### config.mk
export PLATFORM = sky130hd
export DESIGN_NAME = go_back_n_sender_top
export DESIGN_NICKNAME = d
export VERILOG_FILES = /design/src/gbn_pkg.sv /design/src/gbn_ctrl.sv /design/src/gbn_datapath.sv /design/src/go_back_n_sender_top.sv
export SDC_FILE = /design/constraint.sdc
export NUM_CORES = 2
export LEC_CHECK = 0
export BUFFER_PORTS_ARGS = -buffer_cell sky130_fd_sc_hd__buf_2
export CELL_PAD_IN_SITES_DETAIL_PLACEMENT = 0
export CELL_PAD_IN_SITES_GLOBAL_PLACEMENT = 2
export CORE_UTILIZATION = 40
export DETAILED_ROUTE_END_ITERATION = 6
export HOLD_SLACK_MARGIN = 0.15
export PLACE_DENSITY_LB_ADDON = 0.1
export SLEW_MARGIN = 20
export SYNTH_ARGS = -nofsm -noshare
export SYNTH_HDL_FRONTEND = slang
export SYNTH_HIERARCHICAL = 1
export SYNTH_SLANG_ARGS = --single-unit
### constraint.sdc
create_clock -name aclk -period 17.1 [get_ports aclk]
set_input_delay 0 -clock aclk [delete_from_list [all_inputs] [get_ports aclk]]
set_output_delay 0 -clock aclk [all_outputs]
set_load 0.02 [all_outputs]
### src/gbn_pkg.sv
package gbn_pkg;

    // Fixed field widths of the stream and configuration ports.
    localparam int PAYLOAD_BYTES = 20;
    localparam int PAYLOAD_W     = 8 * PAYLOAD_BYTES;
    localparam int SEQ_W         = 32;
    localparam int OUT_SEQ_W     = 31;
    localparam int BSUM_W        = 13;
    localparam int OP_W          = 2;
    localparam int S_TDATA_W     = 3 * SEQ_W + PAYLOAD_W;
    localparam int M_TDATA_W     = 224;
    localparam int WS_W          = 4;
    localparam int TMO_W         = 16;
    localparam int CFG_ADDR_W    = 1;
    localparam int CFG_DATA_W    = 16;

    // Item kinds carried on s_tuser.
    localparam logic [OP_W-1:0] OP_MSG  = 2'd0;
    localparam logic [OP_W-1:0] OP_ACK  = 2'd1;
    localparam logic [OP_W-1:0] OP_TICK = 2'd2;

    // Configuration register indexes.
    localparam logic [CFG_ADDR_W-1:0] REG_WINDOW_SIZE   = 1'd0;
    localparam logic [CFG_ADDR_W-1:0] REG_TIMEOUT_TICKS = 1'd1;

    typedef enum logic [1:0] {
        ST_IDLE,
        ST_EXEC,
        ST_RD,
        ST_EMIT
    } state_t;

    // Commands from the controller to the datapath.
    typedef struct packed {
        logic capture;
        logic msg_send;
        logic ack_take;
        logic tick_dec;
        logic tick_expire;
        logic rd_issue;
        logic retx_emit;
    } dp_cmd_t;

    // Status from the datapath to the controller.
    typedef struct packed {
        logic [OP_W-1:0] op;
        logic            msg_ok;
        logic            ack_ok;
        logic            timer_running;
        logic            timer_expired;
        logic            cnt_zero;
        logic            retx_last;
        logic            out_free;
    } dp_status_t;

    // Sum of the payload bytes taken as signed values.
    function automatic logic [BSUM_W-1:0] byte_sum(input logic [PAYLOAD_W-1:0] p);
        logic [BSUM_W-1:0] s;
        s = '0;
        for (int i = 0; i < PAYLOAD_BYTES; i++) begin
            s = s + {{(BSUM_W-8){p[8*i+7]}}, p[8*i +: 8]};
        end
        return s;
    endfunction

endpackage

### src/gbn_ctrl.sv
module gbn_ctrl
    import gbn_pkg::*;
(
    input  logic       aclk,
    input  logic       aresetn,
    input  logic       s_tvalid,
    output logic       s_tready,
    input  dp_status_t status,
    output dp_cmd_t    cmd
);

    state_t state_reg;
    state_t state_next;

    // State register.
    always_ff @(posedge aclk) begin
        if (!aresetn) begin
            state_reg <= ST_IDLE;
        end else begin
            state_reg <= state_next;
        end
    end

    // Next state and datapath commands.
    always_comb begin
        state_next = state_reg;
        cmd        = '0;
        s_tready   = 1'b0;
        unique case (state_reg)
            ST_IDLE: begin
                s_tready = 1'b1;
                if (s_tvalid) begin
                    cmd.capture = 1'b1;
                    state_next  = ST_EXEC;
                end
            end
            ST_EXEC: begin
                unique case (status.op)
                    OP_MSG: begin
                        // A message outside the window is dropped.
                        if (!status.msg_ok) begin
                            state_next = ST_IDLE;
                        end else if (status.out_free) begin
                            cmd.msg_send = 1'b1;
                            state_next   = ST_IDLE;
                        end
                    end
                    OP_ACK: begin
                        cmd.ack_take = status.ack_ok;
                        state_next   = ST_IDLE;
                    end
                    OP_TICK: begin
                        state_next = ST_IDLE;
                        if (status.timer_running) begin
                            if (!status.timer_expired) begin
                                cmd.tick_dec = 1'b1;
                            end else begin
                                cmd.tick_expire = 1'b1;
                                if (!status.cnt_zero) begin
                                    state_next = ST_RD;
                                end
                            end
                        end
                    end
                    default: begin
                        state_next = ST_IDLE;
                    end
                endcase
            end
            ST_RD: begin
                cmd.rd_issue = 1'b1;
                state_next   = ST_EMIT;
            end
            ST_EMIT: begin
                if (status.out_free) begin
                    cmd.retx_emit = 1'b1;
                    state_next    = status.retx_last ? ST_IDLE : ST_RD;
                end
            end
            default: begin
                state_next = ST_IDLE;
            end
        endcase
    end

endmodule

### src/gbn_datapath.sv
module gbn_datapath
    import gbn_pkg::*;
#(
    parameter int MAX_WINDOW = 8,
    parameter int TIMER_BITS = 16
) (
    input  logic                  aclk,
    input  logic                  aresetn,
    input  logic                  cfg_wr_en,
    input  logic [CFG_ADDR_W-1:0] cfg_addr,
    input  logic [CFG_DATA_W-1:0] cfg_wr_data,
    input  logic [S_TDATA_W-1:0]  s_tdata,
    input  logic [OP_W-1:0]       s_tuser,
    input  logic                  m_tready,
    output logic                  m_tvalid,
    output logic [M_TDATA_W-1:0]  m_tdata,
    output logic                  m_tuser,
    output logic                  m_tlast,
    input  dp_cmd_t               cmd,
    output dp_status_t            status
);

    localparam int SW    = (MAX_WINDOW > 1) ? $clog2(MAX_WINDOW) : 1;
    localparam int CW    = $clog2(MAX_WINDOW + 1);
    localparam int EW    = (CW > WS_W) ? CW : WS_W;
    localparam int TW    = (TIMER_BITS > TMO_W) ? TIMER_BITS : TMO_W;
    localparam int MEM_W = PAYLOAD_W + BSUM_W;
    localparam logic [CW:0]           MW_C = (CW+1)'(MAX_WINDOW);
    localparam logic [SW-1:0]         LAST_SLOT = SW'(MAX_WINDOW - 1);
    localparam logic [TIMER_BITS-1:0] TMAX = '1;

    // Configuration registers.
    logic [WS_W-1:0]  ws_reg;
    logic [TMO_W-1:0] tmo_reg;

    // Captured input item.
    logic [OP_W-1:0]      op_reg;
    logic [SEQ_W-1:0]     pseq_reg;
    logic [SEQ_W-1:0]     ack_reg;
    logic [SEQ_W-1:0]     chk_reg;
    logic [PAYLOAD_W-1:0] pay_reg;
    logic [BSUM_W-1:0]    bsum_reg;

    // Window state.
    logic [SEQ_W-1:0]      base_seq_reg, base_seq_next;
    logic [SEQ_W-1:0]      next_seq_reg, next_seq_next;
    logic [CW-1:0]         cnt_reg, cnt_next;
    logic [SW-1:0]         base_slot_reg, base_slot_next;
    logic                  tmr_run_reg, tmr_run_next;
    logic [TIMER_BITS-1:0] tmr_cnt_reg, tmr_cnt_next;

    // Retransmit walk.
    logic [SW-1:0]    rd_slot_reg, rd_slot_next;
    logic [SEQ_W-1:0] retx_seq_reg, retx_seq_next;
    logic [CW-1:0]    retx_idx_reg, retx_idx_next;

    // Window memory: payload and its byte sum.
    logic [MEM_W-1:0] mem [MAX_WINDOW];
    logic [MEM_W-1:0] rd_data_reg;

    // Output register.
    logic                 out_valid_reg, out_valid_next;
    logic [OUT_SEQ_W-1:0] out_seq_reg;
    logic [SEQ_W-1:0]     out_chk_reg;
    logic [PAYLOAD_W-1:0] out_pay_reg;
    logic                 out_retx_reg;
    logic                 out_last_reg;

    // Intermediate values.
    logic [EW-1:0]         ws_ext, mw_ext, w_eff;
    logic [CW:0]           wr_sum, adv, new_slot_sum;
    logic [SW-1:0]         wr_slot, new_slot;
    logic [SEQ_W-1:0]      chk_calc, off;
    logic                  chk_ok, off_ok;
    logic [CW-1:0]         new_cnt;
    logic [TW-1:0]         tmo_ext, tmax_ext, t_sat;
    logic [TIMER_BITS-1:0] reload;
    logic                  out_free;
    logic [BSUM_W-1:0]     rd_bsum;

    // Configuration writes.
    always_ff @(posedge aclk) begin
        if (!aresetn) begin
            ws_reg  <= WS_W'(8);
            tmo_reg <= TMO_W'(20);
        end else if (cfg_wr_en) begin
            case (cfg_addr)
                REG_WINDOW_SIZE:   ws_reg  <= cfg_wr_data[WS_W-1:0];
                REG_TIMEOUT_TICKS: tmo_reg <= cfg_wr_data[TMO_W-1:0];
                default: ;
            endcase
        end
    end

    // Input capture with the payload byte sum.
    always_ff @(posedge aclk) begin
        if (cmd.capture) begin
            op_reg   <= s_tuser;
            pseq_reg <= s_tdata[SEQ_W-1:0];
            ack_reg  <= s_tdata[2*SEQ_W-1:SEQ_W];
            chk_reg  <= s_tdata[3*SEQ_W-1:2*SEQ_W];
            pay_reg  <= s_tdata[S_TDATA_W-1:3*SEQ_W];
            bsum_reg <= byte_sum(s_tdata[S_TDATA_W-1:3*SEQ_W]);
        end
    end

    // Window check and the slot for a new message.
    always_comb begin
        ws_ext  = EW'(ws_reg);
        mw_ext  = EW'(MAX_WINDOW);
        w_eff   = (ws_ext > mw_ext) ? mw_ext : ws_ext;
        wr_sum  = (CW+1)'(base_slot_reg) + (CW+1)'(cnt_reg);
        wr_slot = (wr_sum >= MW_C) ? SW'(wr_sum - MW_C) : SW'(wr_sum);
    end

    // Acknowledgement check and the window advance it causes.
    always_comb begin
        chk_calc     = pseq_reg + ack_reg + {{(SEQ_W-BSUM_W){bsum_reg[BSUM_W-1]}}, bsum_reg};
        chk_ok       = (chk_calc == chk_reg);
        off          = ack_reg - base_seq_reg;
        off_ok       = (off < SEQ_W'(cnt_reg));
        adv          = (CW+1)'(off[CW-1:0]) + (CW+1)'(1);
        new_slot_sum = (CW+1)'(base_slot_reg) + adv;
        new_slot     = (new_slot_sum >= MW_C) ? SW'(new_slot_sum - MW_C) : SW'(new_slot_sum);
        new_cnt      = cnt_reg - adv[CW-1:0];
    end

    // Countdown reload value: saturated to the timer width, at least one.
    always_comb begin
        tmo_ext  = TW'(tmo_reg);
        tmax_ext = TW'(TMAX);
        t_sat    = (tmo_ext > tmax_ext) ? tmax_ext : tmo_ext;
        reload   = (t_sat == '0) ? TIMER_BITS'(1) : t_sat[TIMER_BITS-1:0];
    end

    assign out_free = !out_valid_reg || m_tready;
    assign rd_bsum  = rd_data_reg[MEM_W-1:PAYLOAD_W];

    // Status toward the controller.
    always_comb begin
        status.op            = op_reg;
        status.msg_ok        = (EW'(cnt_reg) < w_eff);
        status.ack_ok        = chk_ok && off_ok;
        status.timer_running = tmr_run_reg;
        status.timer_expired = !(tmr_cnt_reg > TIMER_BITS'(1));
        status.cnt_zero      = (cnt_reg == '0);
        status.retx_last     = (retx_idx_reg == cnt_reg - CW'(1));
        status.out_free      = out_free;
    end

    // Next values of the window, timer and retransmit state.
    always_comb begin
        base_seq_next  = base_seq_reg;
        next_seq_next  = next_seq_reg;
        cnt_next       = cnt_reg;
        base_slot_next = base_slot_reg;
        tmr_run_next   = tmr_run_reg;
        tmr_cnt_next   = tmr_cnt_reg;
        rd_slot_next   = rd_slot_reg;
        retx_seq_next  = retx_seq_reg;
        retx_idx_next  = retx_idx_reg;
        if (cmd.msg_send) begin
            next_seq_next = next_seq_reg + SEQ_W'(1);
            cnt_next      = cnt_reg + CW'(1);
            if (cnt_reg == '0) begin
                tmr_run_next = 1'b1;
                tmr_cnt_next = reload;
            end
        end
        if (cmd.ack_take) begin
            base_seq_next  = ack_reg + SEQ_W'(1);
            cnt_next       = new_cnt;
            base_slot_next = new_slot;
            tmr_run_next   = (new_cnt != '0);
            tmr_cnt_next   = (new_cnt != '0) ? reload : '0;
        end
        if (cmd.tick_dec) begin
            tmr_cnt_next = tmr_cnt_reg - TIMER_BITS'(1);
        end
        if (cmd.tick_expire) begin
            tmr_cnt_next  = reload;
            rd_slot_next  = base_slot_reg;
            retx_seq_next = base_seq_reg;
            retx_idx_next = '0;
        end
        if (cmd.retx_emit) begin
            rd_slot_next  = (rd_slot_reg == LAST_SLOT) ? '0 : rd_slot_reg + SW'(1);
            retx_seq_next = retx_seq_reg + SEQ_W'(1);
            retx_idx_next = retx_idx_reg + CW'(1);
        end
    end

    // Control state registers.
    always_ff @(posedge aclk) begin
        if (!aresetn) begin
            base_seq_reg  <= '0;
            next_seq_reg  <= '0;
            cnt_reg       <= '0;
            base_slot_reg <= '0;
            tmr_run_reg   <= 1'b0;
            tmr_cnt_reg   <= '0;
            rd_slot_reg   <= '0;
            retx_seq_reg  <= '0;
            retx_idx_reg  <= '0;
            out_valid_reg <= 1'b0;
        end else begin
            base_seq_reg  <= base_seq_next;
            next_seq_reg  <= next_seq_next;
            cnt_reg       <= cnt_next;
            base_slot_reg <= base_slot_next;
            tmr_run_reg   <= tmr_run_next;
            tmr_cnt_reg   <= tmr_cnt_next;
            rd_slot_reg   <= rd_slot_next;
            retx_seq_reg  <= retx_seq_next;
            retx_idx_reg  <= retx_idx_next;
            out_valid_reg <= out_valid_next;
        end
    end

    // Window memory: one write port, one registered read port.
    always_ff @(posedge aclk) begin
        if (cmd.msg_send) begin
            mem[wr_slot] <= {bsum_reg, pay_reg};
        end
        if (cmd.rd_issue) begin
            rd_data_reg <= mem[rd_slot_reg];
        end
    end

    // Output register: a first send or a resend from memory.
    assign out_valid_next = cmd.msg_send || cmd.retx_emit || (out_valid_reg && !m_tready);

    always_ff @(posedge aclk) begin
        if (cmd.msg_send) begin
            out_seq_reg  <= next_seq_reg[OUT_SEQ_W-1:0];
            out_chk_reg  <= next_seq_reg
                          + {{(SEQ_W-BSUM_W){bsum_reg[BSUM_W-1]}}, bsum_reg};
            out_pay_reg  <= pay_reg;
            out_retx_reg <= 1'b0;
            out_last_reg <= 1'b1;
        end else if (cmd.retx_emit) begin
            out_seq_reg  <= retx_seq_reg[OUT_SEQ_W-1:0];
            out_chk_reg  <= retx_seq_reg
                          + {{(SEQ_W-BSUM_W){rd_bsum[BSUM_W-1]}}, rd_bsum};
            out_pay_reg  <= rd_data_reg[PAYLOAD_W-1:0];
            out_retx_reg <= 1'b1;
            out_last_reg <= status.retx_last;
        end
    end

    assign m_tvalid = out_valid_reg;
    assign m_tdata  = {1'b0, out_pay_reg, out_chk_reg, out_seq_reg};
    assign m_tuser  = out_retx_reg;
    assign m_tlast  = out_last_reg;

endmodule

### src/go_back_n_sender_top.sv
// Go-Back-N sender. Each input transaction is a new 20-byte message, an arriving
// acknowledgement packet or a timer tick (s_tuser). Messages inside the window are
// sent at once and kept for resending; acks with a good checksum and a number inside
// the outstanding range release packets up to the acked number; on countdown expiry
// every outstanding packet is sent again, oldest first, with m_tuser set and m_tlast
// on the final one. Each input is captured, then executed, before the next is
// accepted; a message also waits while the single output register still holds an
// untaken result. On expiry each resend is a window memory read, then an output
// register load. Configuration is written through cfg_wr_en/cfg_addr/cfg_wr_data;
// the user must do so only while idle, as the block itself does not enforce it.
module go_back_n_sender_top
    import gbn_pkg::*;
#(
    parameter int MAX_WINDOW = 8,
    parameter int TIMER_BITS = 16
) (
    input  logic                  aclk,
    input  logic                  aresetn,
    input  logic                  cfg_wr_en,
    input  logic [CFG_ADDR_W-1:0] cfg_addr,
    input  logic [CFG_DATA_W-1:0] cfg_wr_data,
    input  logic                  s_tvalid,
    output logic                  s_tready,
    // pkt_seq[31:0], ack_number[63:32], packet_checksum[95:64],
    // payload_low[159:96], payload_mid[223:160], payload_high[255:224]
    input  logic [S_TDATA_W-1:0]  s_tdata,
    // operation[1:0]
    input  logic [OP_W-1:0]       s_tuser,
    output logic                  m_tvalid,
    input  logic                  m_tready,
    // out_seq[30:0], out_checksum[62:31], out_payload_low[126:63],
    // out_payload_mid[190:127], out_payload_high[222:191], zero[223]
    output logic [M_TDATA_W-1:0]  m_tdata,
    // is_retransmit
    output logic                  m_tuser,
    output logic                  m_tlast
);

    dp_cmd_t    cmd;
    dp_status_t status;

    gbn_ctrl u_ctrl (
        .aclk     (aclk),
        .aresetn  (aresetn),
        .s_tvalid (s_tvalid),
        .s_tready (s_tready),
        .status   (status),
        .cmd      (cmd)
    );

    gbn_datapath #(
        .MAX_WINDOW (MAX_WINDOW),
        .TIMER_BITS (TIMER_BITS)
    ) u_datapath (
        .aclk        (aclk),
        .aresetn     (aresetn),
        .cfg_wr_en   (cfg_wr_en),
        .cfg_addr    (cfg_addr),
        .cfg_wr_data (cfg_wr_data),
        .s_tdata     (s_tdata),
        .s_tuser     (s_tuser),
        .m_tready    (m_tready),
        .m_tvalid    (m_tvalid),
        .m_tdata     (m_tdata),
        .m_tuser     (m_tuser),
        .m_tlast     (m_tlast),
        .cmd         (cmd),
        .status      (status)
    );

endmodule

== Word level (Yosys, flattened, before mapping) ==
Memory sizes are Yosys's and may differ from the RTL's. A register that Yosys moved wholly into a read port is not among the register bits.
Index checks and enable logic that the tools add are counted.

* Register bits after elaboration: 646
* RAM bits: 1,384
* Output and inout bits: 228
* Logic and storage cells: 160
* Memories: 1

* Add/subtract/negate cells: 38
* $lt $le $gt $ge: 7
* Equality and inequality tests: 11
* Mux-type cells: 55
* Bitwise operators: 1
* Reductions and logical operators: 23

{| class="wikitable"
|+ Memories
! name !! words !! width !! read ports !! clocked after memory_dff !! write ports !! line !! text
|-
| u_datapath.mem || 8 || 173 || 1 || 1 || 1 || gbn_datapath.sv:58 || <nowiki>logic [MEM_W-1:0] mem [MAX_WINDOW];</nowiki>
|}

{| class="wikitable"
|+ Operators by type and width
! kind !! number
|-
| two-way mux 160 bit || 2
|-
| adder 13 bit || 18
|-
| adder 32 bit || 4
|-
| two-way mux 16 bit || 8
|-
| two-way mux 32 bit || 4
|-
| adder 32 x 1 -> 32 bit, second input constant || 3
|-
| two-way mux 31 bit || 2
|-
| == test 32 bit || 1
|-
| less-than comparator 32 x 4 -> 1 bit || 1
|-
| subtractor 32 bit || 1
|-
| two-way mux 4 bit || 6
|-
| two-way mux 2 bit || 10
|-
| > comparator 16 x 1 -> 1 bit, second input constant || 1
|-
| > comparator 16 bit, second input constant || 1
|-
| zero test 16 bit || 1
|-
| two-way mux 1 bit || 16
|-
| subtractor 16 x 1 -> 16 bit, second input constant || 1
|-
| two-way mux 3 bit || 5
|-
| nonzero test 4 bit || 3
|-
| greater-or-equal comparator 5 x 4 -> 1 bit, second input constant || 2
|-
| adder 8 x 8 -> 9 bit || 1
|-
| adder 4 x 1 -> 4 bit, second input constant || 2
|-
| one-hot mux 2 bit (4 select lines) || 1
|-
| AND reduction 2 bit || 4
|-
| 25 further kinds || 37
|}

== Depth between registers and ports, before layout ==
* Depth in word-level cells: 19
* Mapped depth: 27

== Hierarchy ==
The synthesis kept the hierarchy.

{| class="wikitable"
|+ Modules (own cells, without submodules)
! module !! instances !! cells each !! area an instance (sq um) !! seq. area each (sq um)
|-
| gbn_datapath || 1 || 5,398 || 94,629.5 || 64,591.9
|-
| gbn_ctrl || 1 || 20 || 168.9 || 40.0
|}

== Worst setup path after synthesis ==
OpenSTA, ideal clock, no wires.

* Path type: register to register
* From: register u_datapath.cnt_reg[1]
* To: memory u_datapath/mem[2][0] (netlist name), enable pin
* Arrival time: 14,227 ps
* Data required time: 16,183 ps
* Slack: 1,956 ps
* Cell stages (with the launch flop): 13
* Path buffers: 3
* Cells stage by stage: dfxtp_1 ha_1 inv_1 a31oi_1 o21ai_0 nand2b_1 a21oi_1 and4b_1 clkbuf_1 clkbuf_1 clkbuf_1 nand2_1 nor3_1

{| class="wikitable"
|+ RTL lines
! what !! line !! text
|-
| from (decl) || gbn_datapath.sv:47 || <nowiki>logic [CW-1:0] cnt_reg, cnt_next;</nowiki>
|-
| from (signal assigned) || gbn_datapath.sv:209 || <nowiki>cnt_reg <= cnt_next;</nowiki>
|-
| to (decl) || gbn_datapath.sv:58 ||
|}

==> impl_metrics.yaml <==
grt:
  overflow: 0
  grt_pass1_wl_um: 386000
  antenna_found_initial: 40
  grt_pass1_vias: 54000
  grt_usage: 0.226
  grt_max_degree: 150
routing:
  initialDrtViolationCount: 4140
  wl_um: 270000
  route.detailed.drc: 0
  drt-vias-per-instance: 5.26
  avgRoutedWirePerCell_um: 27.1
  antenna_left: 0
  drt_first_pass_iters: 7
  num_vias: 52500
setup_path:
  crit_path_frequent_cell: "nand4_1"
  critical_path_class: "reg -> reg"
  arrival_ps: 9020
  critPathSlowestCell: "buf_4"
  cp.depth: 25
  slowest_delay_ps: 650
  worstSetupEndpointType: "flop"
  worstSetupStartpointType: "flop"
  required_ps: 17870
  critical_path.top_delay_family: "compound AO/OA/AOI/OAI gates"
  cp_max_fo: 76
  path_buf_inv: 2
  ff2ff_path_depth: 25
clock_tree:
  clock-sinks: 2203
  worstSkewPairLatency_ps: 900
  cts_root_buf: "clkbuf_16"
  cts_setup_buffers: 0
  cts_max_path_buffers: 3
  post_cts_resized: 0
  path_clk_slew_ps: 60
  cts_tree: "built"
  htreeDepth: 4
  cts_buffers: 230
placed_design:
  numPortBuffers: 506
  placedCellCount: 8942
  placedInstanceArea_mm2: 0.101
  dp_hpwl_um: 165000
  finalWeightedCongestion: 0.871
power_and_ir_drop:
  p_leak_nw: 39.5
  powerDensity_mw_per_mm2: 139
  switching_share: 0.307
  p_int_mw: 11.1
  p_clk_frac: 0.309
  ir_worst_vdd_mv: 0.325
  power_switching_mw: 4.90
  combPwrFrac: 0.291
  power_frac_seq: 0.400
finish:
  fillCellCount: 20000
  nets: 7258
  drive_gt1_frac: 0.245
  syn2layout_area_growth_pct: 20.9
  final_cell_area_mm2: 0.115
  largest_register_ffs: 1384
  stdcell_count: 9979
timing:
  setup_viol: 0
  maxSlewHeadroom: 0.187
  rsz0062_at_grt: "no"
  tightest_slew_ps: 1220
  slew_violations: 0
  fin_skew_ps: 80.2
  hold_viol_final: 0
  finalCritPeriodShare: 0.482
  setup-tns-final_ps: 0
  finalCriticalPeriod_ps: 8240
  fmax_mhz: 121
floorplanning:
  die_area_mm2: 0.239
  die_w_um: 489
  start_util: 0.403
  pin_count: 508
  die_h_um: 489
  rows: 178
  core_area_mm2: 0.235
logic_synthesis:
  ys_types: 95
  ys_top_cells_by_area: "edfxtp_1 65%, mux4_2 8.2%, mux2_2 4.3%"
  synth_area_mm2: 0.0948
  yosysSeqAreaShare: 0.682
  yosysMostFrequentCell: "edfxtp_1"
  synth_common_cells: "2051 x edfxtp_1, 366 x mux2_2, 346 x inv_1, 346 x mux4_2, 222 x nand2_1"
  synth_edf_count: 2051
  syn_inst: 5418
  syn_area_per_cell_um2: 17.5
  async_flop_share: 0
  ys_warn_count: 6
  synth_seq_cells: 2203
  synth_ff_type: "edfxtp_1"
  syn-num-nets: 6061
  yosys.area.top_type: "edfxtp_1"
  post-synth-top-area-fraction: 0.650
min_path:
  hold_path_class: "in -> reg"
  hold_path_depth: 3
run:
  drv_cap: 0
status:
  status: "finished clean"
[final cells by class]
cell class                      count  area, um2  area share
Clock buffer                      282       6000      0.0524
Clock inverter                    151       1420      0.0124
Timing Repair Buffer             1158       9070      0.0792
Multi-Input combinational cell   2675      28200       0.246
Sequential cell                  2203      64600       0.564
Tap cell                         3150       3940      0.0344
Inverter                          347       1310      0.0114
Antenna cell                       13       32.5    0.000284
[path summary, 6_finish.rpt]
kind,slack [ps],start,endpoint
max,8860,u_datapath/bsum_reg[12],u_datapath/tmr_cnt_reg[12]
min,220,s_tdata[248],u_datapath/bsum_reg[0]
max reg2reg,8860,u_datapath/bsum_reg[12],u_datapath/tmr_cnt_reg[12]
min reg2reg,470,u_datapath/m_tuser,u_datapath/m_tuser
[layer usage]
metal | track usage | wire [um]
met1 | 0.307 | 118000
met2 | 0.369 | 129000
met3 | 0.0419 | 14600
met4 | 0.0673 | 8040
met5 | 0 | 220
[power by group through the flow]
| stage | clock, mW | combinational (mW) | sequential, mW |
|---|---|---|---|
| after floorplan | 0 | 3.39 | 6.49 |
| after detailed placement | 0 | 4.63 | 6.51 |
| after CTS | 5.05 | 4.77 | 6.40 |
| after global routing | 5.25 | 5.35 | 6.41 |
| final | 4.93 | 4.65 | 6.39 |
| after global placement | 0 | 4.68 | 6.50 |
[tightest hold or removal path: stages]
cell	delay (ps)
dlygate4sd3_1	510
buf_2	200
ha_1	220
[what timing repair did]
| item | in CTS | in global routing |
|---|---|---|
| endpoints found under the setup margin | 0 | 0 |
| hold buffers | 591 | 0 |
| endpoints found under the hold margin | 386 | 0 |
[kinds of logic after synthesis]
group | share of synthesized area
adders and majority gates | 0.0633
DFF | 0.682
AOI/OAI and AO/OA | 0.0403
other | 0.0000396
buffers and inverters | 0.0217
xor gates and xnor gates | 0.0222
and+or+nand+nor | 0.0400
muxes | 0.131
[metrics by stage]
step / hold WS, ps / setup slack, ps / power [mW] / utilization
after floorplan: 98.9 / 1960 / 9.88 / -
after global placement: 178 / 8820 / 11.2 / 0.430
after detailed placement: 178 / 8810 / 11.1 / 0.430
after CTS: 155 / 8820 / 16.2 / 0.487
after global routing: 186 / 8160 / 17.0 / 0.487
final: 221 / 8860 / 16.0 / 0.487
[cell usage in the layout (no fill, tap or decap), types with 55 or more instances in the layout]
master / netlist / layout
a21oi_1: 157 / 157
buf_2: 7 / 505
clkbuf_16: 0 / 230
dfxtp_1: 152 / 149
dlygate4sd3_1: 0 / 591
edfxtp_1: 2051 / 2051
fa_1: 194 / 194
ha_1: 169 / 169
inv_1: 346 / 345
mux2_2: 366 / 366
mux4_2: 346 / 346
nand2_1: 222 / 222
nand3_1: 68 / 68
nor2_1: 136 / 132
nor2b_1: 55 / 55
o21ai_0: 106 / 106
xnor2_1: 156 / 156
xor2_1: 84 / 84
Note: power is estimated with default switching activity, not from simulation.
